### config.mk
export PLATFORM = sky130hd
export DESIGN_NAME = crc16_x25_frame_deframer_top_flat
export DESIGN_NICKNAME = d
export VERILOG_FILES = /design/src/sv/ddf_pkg.sv /design/src/sv/ddf_ifs.sv /design/src/sv/crc16_x25_frame_deframer_top.sv /design/src/sv/ddf_queue.sv /design/src/sv/ddf_front.sv /design/src/sv/ddf_back.sv /design/src/flat_wrapper.sv
export VERILOG_INCLUDE_DIRS = /design/src /design/src/sv
export SDC_FILE = /design/constraint.sdc
export NUM_CORES = 1
export LEC_CHECK = 0
export BUFFER_PORTS_ARGS = -buffer_cell sky130_fd_sc_hd__buf_2
export CAP_MARGIN = 20
export CORE_MARGIN = 2
export CORE_UTILIZATION = 50
export CTS_CLUSTER_SIZE = 20
export DETAILED_ROUTE_END_ITERATION = 8
export PLACE_DENSITY = 0.84
export SLEW_MARGIN = 20
export SYNTH_ARGS = -nofsm -noshare
export SYNTH_HDL_FRONTEND = slang
export SYNTH_SLANG_ARGS = --single-unit
### constraint.sdc
create_clock -name clk -period 7.5 [get_ports clk]
set_clock_uncertainty 0.15 [all_clocks]
set_input_delay 0.75 -clock clk [delete_from_list [all_inputs] [get_ports clk]]
set_output_delay 0.75 -clock clk [all_outputs]
set_load 0.005 [all_outputs]
### src/sv/assert_macros.svh
// Assertion macros shared by the deframer RTL
`ifndef ASSERT_MACROS_SVH
`define ASSERT_MACROS_SVH

// Clocked assertion, disabled during reset
`define ASSERT_CLK(label, prop, msg) \
  label: assert property (@(posedge clk) disable iff (rst) prop) else $error(msg);

// Clocked assertion that also holds during reset
`define ASSERT_ALWAYS(label, prop, msg) \
  label: assert property (@(posedge clk) prop) else $error(msg);

`endif

### src/sv/ddf_pkg.sv
// Types, constants and the CRC-16/X25 step shared by the deframer modules
`default_nettype none

package ddf_pkg;

  localparam int unsigned QueueDepthDefault = 2;

  localparam logic [7:0]  HdrByte0   = 8'hFF;
  localparam logic [7:0]  HdrByte1   = 8'hBB;
  localparam logic [7:0]  MinLen     = 8'd6;
  localparam logic [7:0]  FirstBody  = 8'd3;
  localparam logic [7:0]  HbByte0    = 8'hEE;
  localparam logic [7:0]  HbByte1    = 8'hAA;
  localparam logic [7:0]  HbLenByte  = 8'h16;
  localparam logic [7:0]  HbTypeByte = 8'h06;
  localparam logic [15:0] CrcInit    = 16'hFFFF;
  localparam logic [15:0] CrcPoly    = 16'h8408;
  localparam logic [31:0] IpReset    = 32'hFFFF_FFFF;
  localparam logic [7:0]  IdGps      = 8'd1;
  localparam logic [7:0]  IdDevice   = 8'd2;
  localparam logic [4:0]  LastResIdx = 5'd22;
  localparam logic [4:0]  HbCrcStart = 5'd20;

  localparam int unsigned PaddrWidth = 3;
  localparam logic        RegLocalIpv4 = 1'b0;

  typedef enum logic [1:0] {
    StOk      = 2'd0,
    StCrcErr  = 2'd1,
    StLenErr  = 2'd2,
    StTimeout = 2'd3
  } status_t;

  typedef enum logic {
    ReqByte    = 1'b0,
    ReqTimeout = 1'b1
  } req_kind_t;

  typedef enum logic {
    KindStatus = 1'b0,
    KindHb     = 1'b1
  } res_kind_t;

  typedef struct packed {
    logic        hb;
    status_t     status;
    logic [7:0]  frame_id;
    logic [31:0] uptime;
    logic [31:0] gps;
    logic [31:0] dev;
  } job_t;

  function automatic logic [15:0] crc_byte(input logic [15:0] crc, input logic [7:0] b);
    logic [15:0] c;
    c = crc ^ {8'h00, b};
    for (int k = 0; k < 8; k++) begin
      if (c[0]) begin
        c = (c >> 1) ^ CrcPoly;
      end else begin
        c = c >> 1;
      end
    end
    return c;
  endfunction

endpackage

`default_nettype wire

### src/sv/ddf_ifs.sv
// Valid/ready channel interfaces for request and result items
`default_nettype none

interface ddf_req_if;
  logic        valid;
  logic        ready;
  logic        req_type;
  logic [7:0]  rx_byte;
  logic [31:0] uptime_s;
  modport source (output valid, req_type, rx_byte, uptime_s, input ready);
  modport sink (input valid, req_type, rx_byte, uptime_s, output ready);
endinterface

interface ddf_rsp_if;
  logic        valid;
  logic        ready;
  logic        kind;
  logic [1:0]  status;
  logic [7:0]  frame_id;
  logic [7:0]  tx_byte;
  logic        last;
  logic [31:0] gps_count;
  logic [31:0] device_count;
  modport source (output valid, kind, status, frame_id, tx_byte, last, gps_count,
                  device_count, input ready);
  modport sink (input valid, kind, status, frame_id, tx_byte, last, gps_count,
                device_count, output ready);
endinterface

`default_nettype wire

### src/sv/crc16_x25_frame_deframer_top.sv
// Top level of the CRC-16/X25 frame deframer with APB register port
//
// Takes one request item per cycle (received byte or receive timeout) as long as
// the job queue has room; header hunting, length check, CRC and frame counting
// finish in the cycle of acceptance. Each input that yields results queues one
// job; the result sequencer then delivers one result item per cycle through its
// output register while the receiver is ready: one status item, or a status item
// followed by the 22-byte heartbeat for a frame with good CRC. The output stage at
// one item per cycle sets the sustained worst case for frame-ending bytes; up to
// QUEUE_DEPTH jobs wait between parser and sequencer. Register local_ipv4 sits at
// byte address 0 (reset all ones, meaning no address).
`default_nettype none

module crc16_x25_frame_deframer_top import ddf_pkg::*; #(
  parameter int unsigned QUEUE_DEPTH = QueueDepthDefault
) (
  input  wire logic                  clk,
  input  wire logic                  rst,
  ddf_req_if.sink                    req,
  ddf_rsp_if.source                  rsp,
  input  wire logic                  psel,
  input  wire logic                  penable,
  input  wire logic                  pwrite,
  input  wire logic [PaddrWidth-1:0] paddr,
  input  wire logic [31:0]           pwdata,
  output logic [31:0]                prdata,
  output logic                       pready
);

  logic [31:0] local_ipv4;
  logic        push;
  job_t        push_job;
  logic        q_full;
  logic        pop;
  logic        head_valid;
  job_t        head;

  assign pready = 1'b1;
  assign prdata = (paddr[2] == RegLocalIpv4) ? local_ipv4 : '0;

  always_ff @(posedge clk) begin
    if (rst) begin
      local_ipv4 <= IpReset;
    end else if (psel && penable && pwrite && pready && paddr[2] == RegLocalIpv4) begin
      local_ipv4 <= pwdata;
    end
  end

  ddf_front u_front (
    .clk    (clk),
    .rst    (rst),
    .req    (req),
    .q_full (q_full),
    .push   (push),
    .job    (push_job)
  );

  ddf_queue #(
    .DEPTH (QUEUE_DEPTH)
  ) u_queue (
    .clk        (clk),
    .rst        (rst),
    .push       (push),
    .push_job   (push_job),
    .full       (q_full),
    .pop        (pop),
    .head_valid (head_valid),
    .head       (head)
  );

  ddf_back u_back (
    .clk        (clk),
    .rst        (rst),
    .job_valid  (head_valid),
    .job        (head),
    .pop        (pop),
    .local_ipv4 (local_ipv4),
    .rsp        (rsp)
  );

endmodule

`default_nettype wire

### src/sv/ddf_queue.sv
// Small register FIFO of result jobs between parser and result sequencer
`default_nettype none
`include "assert_macros.svh"

module ddf_queue import ddf_pkg::*; #(
  parameter int unsigned DEPTH = QueueDepthDefault
) (
  input  wire logic clk,
  input  wire logic rst,
  input  wire logic push,
  input  job_t      push_job,
  output logic      full,
  input  wire logic pop,
  output logic      head_valid,
  output job_t      head
);

  localparam int unsigned PtrW = (DEPTH > 1) ? $clog2(DEPTH) : 1;
  localparam int unsigned CntW = $clog2(DEPTH + 1);
  localparam logic [PtrW-1:0] PtrLast = PtrW'(DEPTH - 1);
  localparam logic [CntW-1:0] CntFull = CntW'(DEPTH);

  job_t            entries [DEPTH];
  logic [PtrW-1:0] wr_ptr;
  logic [PtrW-1:0] rd_ptr;
  logic [CntW-1:0] count;

  assign full       = (count == CntFull);
  assign head_valid = (count != '0);
  assign head       = entries[rd_ptr];

  always_ff @(posedge clk) begin
    if (push) begin
      entries[wr_ptr] <= push_job;
    end
  end

  always_ff @(posedge clk) begin
    if (rst) begin
      wr_ptr <= '0;
      rd_ptr <= '0;
      count  <= '0;
    end else begin
      if (push) begin
        wr_ptr <= (wr_ptr == PtrLast) ? '0 : wr_ptr + 1'b1;
      end
      if (pop) begin
        rd_ptr <= (rd_ptr == PtrLast) ? '0 : rd_ptr + 1'b1;
      end
      unique case ({push, pop})
        2'b10:   count <= count + 1'b1;
        2'b01:   count <= count - 1'b1;
        default: count <= count;
      endcase
    end
  end

  `ASSERT_CLK(a_no_push_full, push |-> !full, "job pushed into full queue")
  `ASSERT_CLK(a_no_pop_empty, pop |-> head_valid, "job popped from empty queue")
  `ASSERT_ALWAYS(a_count_range, rst || (count <= CntFull), "queue count beyond depth")

endmodule

`default_nettype wire

### src/sv/ddf_front.sv
// Frame parser: hunts headers, checks length and CRC, counts frames, queues jobs
`default_nettype none
`include "assert_macros.svh"

module ddf_front import ddf_pkg::*; (
  input  wire logic   clk,
  input  wire logic   rst,
  ddf_req_if.sink     req,
  input  wire logic   q_full,
  output logic        push,
  output job_t        job
);

  typedef enum logic [3:0] {
    PhHuntFf = 4'b0001,
    PhHuntBb = 4'b0010,
    PhLen    = 4'b0100,
    PhBody   = 4'b1000
  } phase_t;

  phase_t      phase, phase_next;
  logic [7:0]  frame_len, frame_len_next;
  logic [7:0]  byte_index, byte_index_next;
  logic [15:0] running_crc, running_crc_next;
  logic [7:0]  crc_low_byte, crc_low_byte_next;
  logic [7:0]  held_id, held_id_next;
  logic [31:0] gps_total, gps_total_next;
  logic [31:0] device_total, device_total_next;

  logic        accept;
  logic [7:0]  b;
  logic [7:0]  crc_pos;
  logic [15:0] crc_got;

  assign req.ready = !q_full;
  assign accept    = req.valid && req.ready;
  assign b         = req.rx_byte;
  assign crc_pos   = frame_len - 8'd2;
  assign crc_got   = {b, crc_low_byte};

  always_comb begin
    phase_next        = phase;
    frame_len_next    = frame_len;
    byte_index_next   = byte_index;
    running_crc_next  = running_crc;
    crc_low_byte_next = crc_low_byte;
    held_id_next      = held_id;
    gps_total_next    = gps_total;
    device_total_next = device_total;
    push              = 1'b0;
    job               = '0;
    job.uptime        = req.uptime_s;
    if (accept) begin
      if (req.req_type == ReqTimeout) begin
        if (phase == PhLen || phase == PhBody) begin
          push         = 1'b1;
          job.status   = StTimeout;
          job.frame_id = held_id;
        end
        phase_next = PhHuntFf;
      end else begin
        unique case (phase)
          PhHuntBb: begin
            if (b == HdrByte1) begin
              running_crc_next = crc_byte(running_crc, b);
              phase_next       = PhLen;
            end else begin
              phase_next = PhHuntFf;
            end
          end
          PhLen: begin
            if (b < MinLen) begin
              push       = 1'b1;
              job.status = StLenErr;
              phase_next = PhHuntFf;
            end else begin
              frame_len_next   = b;
              running_crc_next = crc_byte(running_crc, b);
              byte_index_next  = FirstBody;
              phase_next       = PhBody;
            end
          end
          PhBody: begin
            if (byte_index == FirstBody) begin
              held_id_next = b;
            end
            if (byte_index < crc_pos) begin
              running_crc_next = crc_byte(running_crc, b);
            end else if (byte_index == crc_pos) begin
              crc_low_byte_next = b;
            end else begin
              phase_next   = PhHuntFf;
              push         = 1'b1;
              job.frame_id = held_id;
              if (crc_got != ~running_crc) begin
                job.status = StCrcErr;
              end else begin
                job.status = StOk;
                job.hb     = 1'b1;
                if (held_id == IdGps) begin
                  gps_total_next = gps_total + 32'd1;
                end else if (held_id == IdDevice) begin
                  device_total_next = device_total + 32'd1;
                end
              end
            end
            byte_index_next = byte_index + 8'd1;
          end
          default: begin
            if (b == HdrByte0) begin
              running_crc_next  = crc_byte(CrcInit, b);
              held_id_next      = '0;
              crc_low_byte_next = '0;
              byte_index_next   = '0;
              phase_next        = PhHuntBb;
            end else begin
              phase_next = PhHuntFf;
            end
          end
        endcase
      end
    end
    job.gps = gps_total_next;
    job.dev = device_total_next;
  end

  always_ff @(posedge clk) begin
    if (rst) begin
      phase        <= PhHuntFf;
      frame_len    <= '0;
      byte_index   <= '0;
      running_crc  <= CrcInit;
      crc_low_byte <= '0;
      held_id      <= '0;
      gps_total    <= '0;
      device_total <= '0;
    end else begin
      phase        <= phase_next;
      frame_len    <= frame_len_next;
      byte_index   <= byte_index_next;
      running_crc  <= running_crc_next;
      crc_low_byte <= crc_low_byte_next;
      held_id      <= held_id_next;
      gps_total    <= gps_total_next;
      device_total <= device_total_next;
    end
  end

  `ASSERT_CLK(a_gps_needs_job, !$stable(gps_total) |-> $past(push), "gps count moved without job")
  `ASSERT_CLK(a_dev_needs_job, !$stable(device_total) |-> $past(push), "device count moved without job")
  `ASSERT_CLK(a_hb_only_ok, (push && job.hb) |-> (job.status == StOk), "heartbeat on bad frame")

endmodule

`default_nettype wire

### src/sv/ddf_back.sv
// Result sequencer: expands each job into a status item and optional heartbeat bytes
`default_nettype none
`include "assert_macros.svh"

module ddf_back import ddf_pkg::*; (
  input  wire logic        clk,
  input  wire logic        rst,
  input  wire logic        job_valid,
  input  job_t             job,
  output logic             pop,
  input  wire logic [31:0] local_ipv4,
  ddf_rsp_if.source        rsp
);

  logic [4:0]  res_idx;
  logic [15:0] hb_crc;
  logic        load;
  logic [4:0]  hb_pos;
  logic [7:0]  hb_byte;
  logic [15:0] hb_crc_out;
  logic        res_last;

  assign load       = job_valid && (!rsp.valid || rsp.ready);
  assign hb_pos     = res_idx - 5'd1;
  assign hb_crc_out = ~hb_crc;
  assign res_last   = (res_idx == '0) ? !job.hb : (res_idx == LastResIdx);
  assign pop        = load && res_last;

  always_comb begin
    unique case (hb_pos[4:2])
      3'd0: begin
        unique case (hb_pos[1:0])
          2'd0: hb_byte = HbByte0;
          2'd1: hb_byte = HbByte1;
          2'd2: hb_byte = HbLenByte;
          default: hb_byte = HbTypeByte;
        endcase
      end
      3'd1:    hb_byte = job.uptime[{hb_pos[1:0], 3'b000} +: 8];
      3'd2:    hb_byte = job.gps[{hb_pos[1:0], 3'b000} +: 8];
      3'd3:    hb_byte = job.dev[{hb_pos[1:0], 3'b000} +: 8];
      3'd4:    hb_byte = local_ipv4[{hb_pos[1:0], 3'b000} +: 8];
      default: hb_byte = hb_pos[0] ? hb_crc_out[15:8] : hb_crc_out[7:0];
    endcase
  end

  always_ff @(posedge clk) begin
    if (load) begin
      rsp.gps_count    <= job.gps;
      rsp.device_count <= job.dev;
      rsp.last         <= res_last;
      if (res_idx == '0) begin
        rsp.kind     <= KindStatus;
        rsp.status   <= job.status;
        rsp.frame_id <= job.frame_id;
        rsp.tx_byte  <= '0;
        hb_crc       <= CrcInit;
      end else begin
        rsp.kind     <= KindHb;
        rsp.status   <= StOk;
        rsp.frame_id <= '0;
        rsp.tx_byte  <= hb_byte;
        if (hb_pos < HbCrcStart) begin
          hb_crc <= crc_byte(hb_crc, hb_byte);
        end
      end
    end
  end

  always_ff @(posedge clk) begin
    if (rst) begin
      rsp.valid <= 1'b0;
      res_idx   <= '0;
    end else begin
      if (load) begin
        rsp.valid <= 1'b1;
        res_idx   <= res_last ? '0 : res_idx + 5'd1;
      end else if (rsp.ready) begin
        rsp.valid <= 1'b0;
      end
    end
  end

  `ASSERT_ALWAYS(a_idx_range, rst || (res_idx <= LastResIdx), "result index past heartbeat end")
  `ASSERT_CLK(a_idx_needs_hb, (res_idx != '0) |-> (job_valid && job.hb), "heartbeat index without job")

endmodule

`default_nettype wire

### src/flat_wrapper.sv
// flat-port wrapper written by rule: the top's interface ports become plain ports
module crc16_x25_frame_deframer_top_flat import ddf_pkg::*;
#(
  parameter int unsigned QUEUE_DEPTH = QueueDepthDefault
)
  (clk, rst, psel, penable, pwrite, paddr, pwdata, prdata, pready, req_valid, req_req_type, req_rx_byte, req_uptime_s, req_ready, rsp_valid, rsp_kind, rsp_status, rsp_frame_id, rsp_tx_byte, rsp_last, rsp_gps_count, rsp_device_count, rsp_ready);
  ddf_req_if req_i ();
  ddf_rsp_if rsp_i ();
  input  wire logic clk;
  input  wire logic rst;
  input  wire logic psel;
  input  wire logic penable;
  input  wire logic pwrite;
  input  wire logic [PaddrWidth-1:0] paddr;
  input  wire logic [31:0] pwdata;
  output logic [31:0] prdata;
  output logic pready;
  input wire logic [$bits(req_i.valid)-1:0] req_valid;
  input wire logic [$bits(req_i.req_type)-1:0] req_req_type;
  input wire logic [$bits(req_i.rx_byte)-1:0] req_rx_byte;
  input wire logic [$bits(req_i.uptime_s)-1:0] req_uptime_s;
  output wire logic [$bits(req_i.ready)-1:0] req_ready;
  output wire logic [$bits(rsp_i.valid)-1:0] rsp_valid;
  output wire logic [$bits(rsp_i.kind)-1:0] rsp_kind;
  output wire logic [$bits(rsp_i.status)-1:0] rsp_status;
  output wire logic [$bits(rsp_i.frame_id)-1:0] rsp_frame_id;
  output wire logic [$bits(rsp_i.tx_byte)-1:0] rsp_tx_byte;
  output wire logic [$bits(rsp_i.last)-1:0] rsp_last;
  output wire logic [$bits(rsp_i.gps_count)-1:0] rsp_gps_count;
  output wire logic [$bits(rsp_i.device_count)-1:0] rsp_device_count;
  input wire logic [$bits(rsp_i.ready)-1:0] rsp_ready;
  assign req_i.valid = req_valid;
  assign req_i.req_type = req_req_type;
  assign req_i.rx_byte = req_rx_byte;
  assign req_i.uptime_s = req_uptime_s;
  assign req_ready = req_i.ready;
  assign rsp_valid = rsp_i.valid;
  assign rsp_kind = rsp_i.kind;
  assign rsp_status = rsp_i.status;
  assign rsp_frame_id = rsp_i.frame_id;
  assign rsp_tx_byte = rsp_i.tx_byte;
  assign rsp_last = rsp_i.last;
  assign rsp_gps_count = rsp_i.gps_count;
  assign rsp_device_count = rsp_i.device_count;
  assign rsp_i.ready = rsp_ready;
  crc16_x25_frame_deframer_top #(.QUEUE_DEPTH(QUEUE_DEPTH)) u_core (.clk(clk), .rst(rst), .req(req_i), .rsp(rsp_i), .psel(psel), .penable(penable), .pwrite(pwrite), .paddr(paddr), .pwdata(pwdata), .prdata(prdata), .pready(pready));
endmodule
Yosys cells after proc, flatten, opt, wreduce, memory -nomap -nowiden
Memory sizes are Yosys's and may differ from the RTL's. A register that Yosys moved wholly into a read port is not among the register bits.
Index checks and enable logic that the tools add are counted.
Cells by class
  muxes and demuxes: 242
  bitwise logic cells: 48
  $lt $le $gt $ge: 3
  shifts and indexed selects: 4
  eq/ne operators: 28
  add/subtract/negate cells: 10
  reduce and logical (&&, ||, !) cells: 30
Operators with widths (number)
  16-bit two-way mux: 176
  32-bit two-way mux: 16
  32-bit by 6-bit variable part select with 8-bit output: 4
  2-bit inverter with 3-bit output: 38
  32-bit by 1-bit adder with 32-bit output, second input constant: 2
  8-bit two-way mux: 7
  16-bit one-hot mux with 3 select lines: 1
  8-bit one-hot mux with 3 select lines: 2
  8-bit one-hot mux with 5 select lines: 1
  11-bit two-way mux: 3
  16-bit inverter: 2
  8-bit one-hot mux with 2 select lines: 2
  16-bit by 8-bit XOR with 16-bit output: 2
  1-bit two-way mux: 20
  10-bit two-way mux: 2
  8-bit by 2-bit == test with 1-bit output, second input constant: 2
  8-bit == test, second input constant: 2
  4-bit two-way mux: 4
  16-bit inequality test: 1
  8-bit inverter with 16-bit output: 1
  4-bit one-hot mux with 3 select lines: 1
  6-bit AND reduction: 2
  5-bit AND reduction: 2
  2-bit nonzero test: 5
  43 further kinds: 67
Storage, ports and cells
  bits of input ports: 83
  output and inout bits: 119
  register bits: 258
  RAM bits: 214
  memories kept: 1
  word-level logic and storage cells: 388
Memories
  u_core.u_queue.entries: words 2, bits a word 107, read ports 1, clocked after Yosys merged registers in 1, wr ports 1, line ddf_queue.sv:23  | job_t entries [DEPTH];

Depth between registers and ports, before layout
  word-level depth: 47
  gate-level depth with buffers: 18
  depth with buffers taken out: 15

Modules after synthesis
From an unflattened synthesis, not the netlist that was laid out.
Second synthesis, totals
  cells, all modules: 1956
  area, all modules: 23033.3 µm²
By module, submodules not included
  ddf_queue: seq. area each 6526.3 µm², instances 1, area an instance 8042.7 µm², cells an instance 355
  ddf_front: seq. area each 2322.2 µm², instances 1, area an instance 7724.9 µm², cells an instance 937
  ddf_back: seq. area each 3123.0 µm², instances 1, area an instance 5728.0 µm², cells an instance 487
  crc16_x25_frame_deframer_top: seq. area each 640.6 µm², instances 1, area an instance 1537.7 µm², cells an instance 177

Worst setup path before layout
OpenSTA, ideal clock, no wires.
  kind: reg-to-reg
  start: reg u_core.u_front.frame_len[1]
  end: mem u_core.u_queue.entries[0][0] (netlist name), enable pin
  data arrival time: 6.598 ns
  period minus slack after synthesis: 7.321 ns
  path slack: 0.179 ns
  stages on the path, launching flop included: 13
  library setup time: 0.574 ns
  path buffers: 0
  required time: 6.776 ns
  cell sequence: dfxtp_1 -> inv_1 -> ha_1 -> ha_1 -> o21a_1 -> o21a_1 -> o21ai_0 -> a21oi_1 -> o21a_1 -> nand2_1 -> a211oi_1 -> inv_1 -> nor2_1
Between the ends
  word-level cells in the longest chain between the ends: 9
  elaborated cells on any way between the ends: 10
  classes of those cells: 1 x add/sub; 1 x order compare; 1 x eq/ne; 7 x mux
Ends and longest elaborated chain
  from (decl): line ddf_front.sv:22  | logic [7:0] frame_len, frame_len_next;
  from (signal assigned): line ddf_front.sv:139  | frame_len <= frame_len_next;
  8-bit by 2-bit subtractor with 8-bit output *: line ddf_front.sv:38  | assign crc_pos = frame_len - 8'd2;
  branches (longest 2 deep; another with 8-bit less-than comparator)
  1-bit two-way mux *: line ddf_front.sv:87  | if (byte_index < crc_pos) begin
  1-bit one-hot mux with 2 select lines *: line ddf_front.sv:62  | unique case (phase)
  1-bit two-way mux *: line ddf_front.sv:54  | if (req.req_type == ReqTimeout) begin
  1-bit two-way mux *: line ddf_front.sv:53  | if (accept) begin
  1-bit two-way mux *: line ddf_queue.sv:33  | if (push) begin
  1-bit two-way mux (implied by the code) *: line ddf_queue.sv:34  | entries[wr_ptr] <= push_job;
  to (decl): line ddf_queue.sv:23
Mark *: on every way between the ends.

Worst setup path after layout
  start: reg u_core.u_back.res_idx[1]
  end: reg u_core.u_back.hb_crc[3], data pin
Between the ends
  word-level cells in the longest chain between the ends: 36
  elaborated cells on any way between the ends: 49
  classes of those cells: 1 x add/sub; 6 x eq/ne; 4 x shift; 32 x mux; 3 x bitwise; 3 x reduce/logical
Ends and longest elaborated chain
  from (decl): line ddf_back.sv:15  | logic [4:0] res_idx;
  from (signal assigned): line ddf_back.sv:77  | res_idx <= res_last ? '0 : res_idx + 5'd1;
  branches (longest 36 deep; another with 5-bit by 1-bit subtractor with 5-bit output)
  to (signal assigned): line ddf_back.sv:57  | hb_crc <= CrcInit;
  to (signal assigned): line ddf_back.sv:64  | hb_crc <= crc_byte(hb_crc, hb_byte);
  to (decl): line ddf_back.sv:16  | logic [15:0] hb_crc;
Parallel ways; which one is timed is not known. The select of a mux whose other input is x is not followed.
A chain may end at the register's enable or synchronous reset.

==> results.sh <==
export IMPL_dp_hpwl_um=38100
export IMPL_slew_viol_final=0
export IMPL_cellPowerDensity_nw_per_um2=221
export IMPL_track_usage_pct=24.9
export IMPL_worstPathRequired_ns=7.69
export IMPL_grt_overflow=0
export IMPL_seq_area_frac_synth_pct=60.1
export IMPL_vias=14366
export IMPL_final_setup_tns_ns=0
export IMPL_hold_violations=0
export IMPL_cts_resized=0
export IMPL_clock_latency_ns=0.60
export IMPL_die_width_um=209
export IMPL_synth_area_top_cells="edfxtp_1 45%, dfxtp_1 15%, mux2_2 3.8%, xnor2_1 3.3%, nor2b_1 3.0%"
export IMPL_yosysMostFrequentCell="edfxtp_1"
export IMPL_drt_iter0_drc=1408
export IMPL_p_leak_nw=8.73
export IMPL_reg2reg_slack_ns=2.42
export IMPL_cp_end_kind="flip-flop"
export IMPL_ys_warnings_count=0
export IMPL_cts_buffer_depth=3
export IMPL_path_class="reg -> reg"
export IMPL_period_share_pct=67.7
export IMPL_cts_buffers=48
export IMPL_synth_cells=1728
export IMPL_synth_seq_cells=473
export IMPL_layout_drive_gt1_share_pct=19.8
export IMPL_hold_class="in -> reg"
export IMPL_cap_violations=0
export IMPL_cts_hold_buf=0
export IMPL_antenna_found_initial=0
export IMPL_cts_setup_buffers=0
export IMPL_yosys_top_cells_count="314 x edfxtp_1, 159 x dfxtp_1, 151 x nand2_1"
export IMPL_place_gp_congestion=0.920
export IMPL_async_flop_share_pct=0
export IMPL_grt_pass1_wl_um=83200
export IMPL_relSlewSlack_pct=28.2
export IMPL_grt_pass1_vias=14164
export IMPL_tritoncts="built"
export IMPL_critical_path_arrival_ns=5.27
export IMPL_core_area_um2=41700
export IMPL_dp_slack_ns=2.48
export IMPL_firstDrtPassIters=6
export IMPL_num_fill_cells=3302
export IMPL_ir_drop_mv=0.191
export IMPL_root_buffer="clkbuf_16"
export IMPL_cts_sinks=473
export IMPL_wl_per_cell_um=22.0
export IMPL_setup_violations_final=0
export IMPL_critPathLaunchType="flip-flop"
export IMPL_pin_count=202
export IMPL_cts_max_level=2
export IMPL_status="completed"
export IMPL_fmax_mhz=197
export IMPL_crit_fanout=18
export IMPL_synth_top_area_share_pct=44.9
export IMPL_rsz0062_at_grt="no"
export IMPL_min_period_ns=5.08
export IMPL_portBuffers=198
export IMPL_clk_pin_slew_ns=0.06
export IMPL_rows=75
export IMPL_die_area_um2=43600
export IMPL_route_antenna_remaining_nets=0
export IMPL_die_y_um=209
export IMPL_synth_largest_area_cell="edfxtp_1"
export IMPL_vias_per_cell=5.80
export IMPL_drc=0
export IMPL_worst_slack_ns=2.42
export IMPL_synth_edff_count=314
export IMPL_routed_wl_um=54500
export IMPL_grt_max_degree=103
export IMPL_synth_ff_type="edfxtp_1"
export IMPL_area_delta_synth_final_pct=14.4
export IMPL_synthesis_nets=1831
export IMPL_worst_pin_slew_ns=1.07
export IMPL_finalNetCount=2000
export IMPL_netlist_area_um2=21000
export IMPL_netlist_cell_type_count=84
export IMPL_avgSynthCellArea_um2=12.1
export IMPL_dp_cells=2386
export IMPL_initial_utilization_pct=50.4
export IMPL_fin_cells=2477
==> cells in the final DEF (no fill, tap or decap), drive strengths merged, types with 19 or more instances in the layout <==
cell type / netlist / final
nor4: 31 / 31
a211o: 19 / 19
and3: 25 / 25
xnor2: 80 / 80
inv: 29 / 32
nand3: 46 / 46
and2: 33 / 33
nor2: 129 / 129
clkbuf: 56 / 67
mux2i: 63 / 63
nand2: 151 / 151
nor3: 26 / 26
nor2b: 101 / 101
o21ai: 22 / 22
dfxtp: 159 / 159
nand3b: 34 / 34
a21oi: 27 / 27
edfxtp: 314 / 314
mux2: 70 / 70
xor2: 71 / 71
ha: 20 / 20
buf: 40 / 215
==> worst paths after layout <==
| kind | cells past startpoint | to | from |
|---|---|---|---|
| worst max register to register | 13 | u_core.u_back.hb_crc[3] | u_core.u_back.res_idx[1] |
| worst min-delay path | 1 | u_core.u_queue.entries[0][78] | req_uptime_s[14] |
| worst max-delay path | 13 | u_core.u_back.hb_crc[3] | u_core.u_back.res_idx[1] |
| worst min register to register | 2 | u_core.local_ipv4[8] | u_core.local_ipv4[8] |
==> logic make-up (layout without fill, tap and decap cells) <==
| group | count (synthesis) | in the layout | synth area share, % |
|---|---|---|---|
| and+or+nand+nor | 633 | 633 | 15.7 |
| DFF | 473 | 473 | 60.1 |
| AOI/OAI and AO/OA | 183 | 183 | 6.50 |
| xor gates and xnor gates | 152 | 152 | 6.45 |
| muxes | 139 | 139 | 7.41 |
| buffers and inverters | 127 | 336 | 2.57 |
| adders and majority gates | 20 | 20 | 1.19 |
| other | 1 | 2 | 0.0179 |
==> sequential cells by signal, summed over array words and instances, names as in the netlist, 2 cells and up, named ones only <==
register / count
u_core.u_queue.entries: 214
u_core.local_ipv4: 32
u_core.u_back.rsp.device_count: 32
u_core.u_back.rsp.gps_count: 32
u_core.u_front.device_total: 32
u_core.u_front.gps_total: 32
u_core.u_back.hb_crc: 16
u_core.u_front.running_crc: 16
u_core.u_back.rsp.frame_id: 8
u_core.u_back.rsp.tx_byte: 8
u_core.u_front.byte_index: 8
u_core.u_front.crc_low_byte: 8
u_core.u_front.frame_len: 8
u_core.u_front.held_id: 8
u_core.u_back.res_idx: 5
u_core.u_front.phase: 4
u_core.u_back.rsp.status: 2
u_core.u_queue.count: 2
==> routing by layer <==
layer / GRT usage [%] / part of all wire [%] / up-vias
met5: 0 / 0 / -
met3: 5.58 / 7.9 / 116
li1: - / - / 6602
met4: 10.2 / 4.2 / 0
met2: 40.9 / 47 / 617
met1: 32.0 / 41 / 7031
==> worst max-delay path: stages (launching register included) <==
cell      delay [ns]
dfxtp_1         0.73
inv_1           0.20
ha_1            0.39
or2_2           0.39
o31ai_4         0.47
and2_1          0.40
buf_4           0.30
nand2_1         0.08
a41o_1          0.22
a211oi_1        0.57
a211oi_1        0.11
a211o_1         0.33
xnor3_1         0.41
nand2_1         0.05
==> cell type report <==
class	instances	area, µm²	share of cell area (%)
sequential	473	12600	52.6
timing repair buffer	215	1120	4.67
tap	539	674	2.81
clock buffer	67	1330	5.52
inverter	31	116	0.485
multi-input combinational	1128	7860	32.7
clock inverter	23	280	1.17
antenna	1	2.50	0.0104
==> where the power goes <==
| group | switching [mW] | internal, mW | total, mW |
|---|---|---|---|
| combinational | 0.0626 | 0.0460 | 0.109 |
| sequential | 0.00796 | 2.76 | 2.76 |
| clock | 1.01 | 1.42 | 2.44 |
| total | 1.09 | 4.22 | 5.31 |
==> per-stage QoR <==
| stage | power [mW] | area, µm² | hold WS, ns | utilization (%) |
|---|---|---|---|---|
| after global routing | 5.45 | 24000 | 0.166 | 57.6 |
| after CTS | 5.34 | 24000 | 0.166 | 57.6 |
| final | 5.31 | 24000 | 0.193 | 57.6 |
| after global placement | 2.92 | 22400 | 0.332 | 53.7 |
| after floorplan | 2.87 | 21000 | 0.295 | - |
| after detailed placement | 2.93 | 22400 | 0.337 | 53.7 |
(Power assumes the default switching activity.)
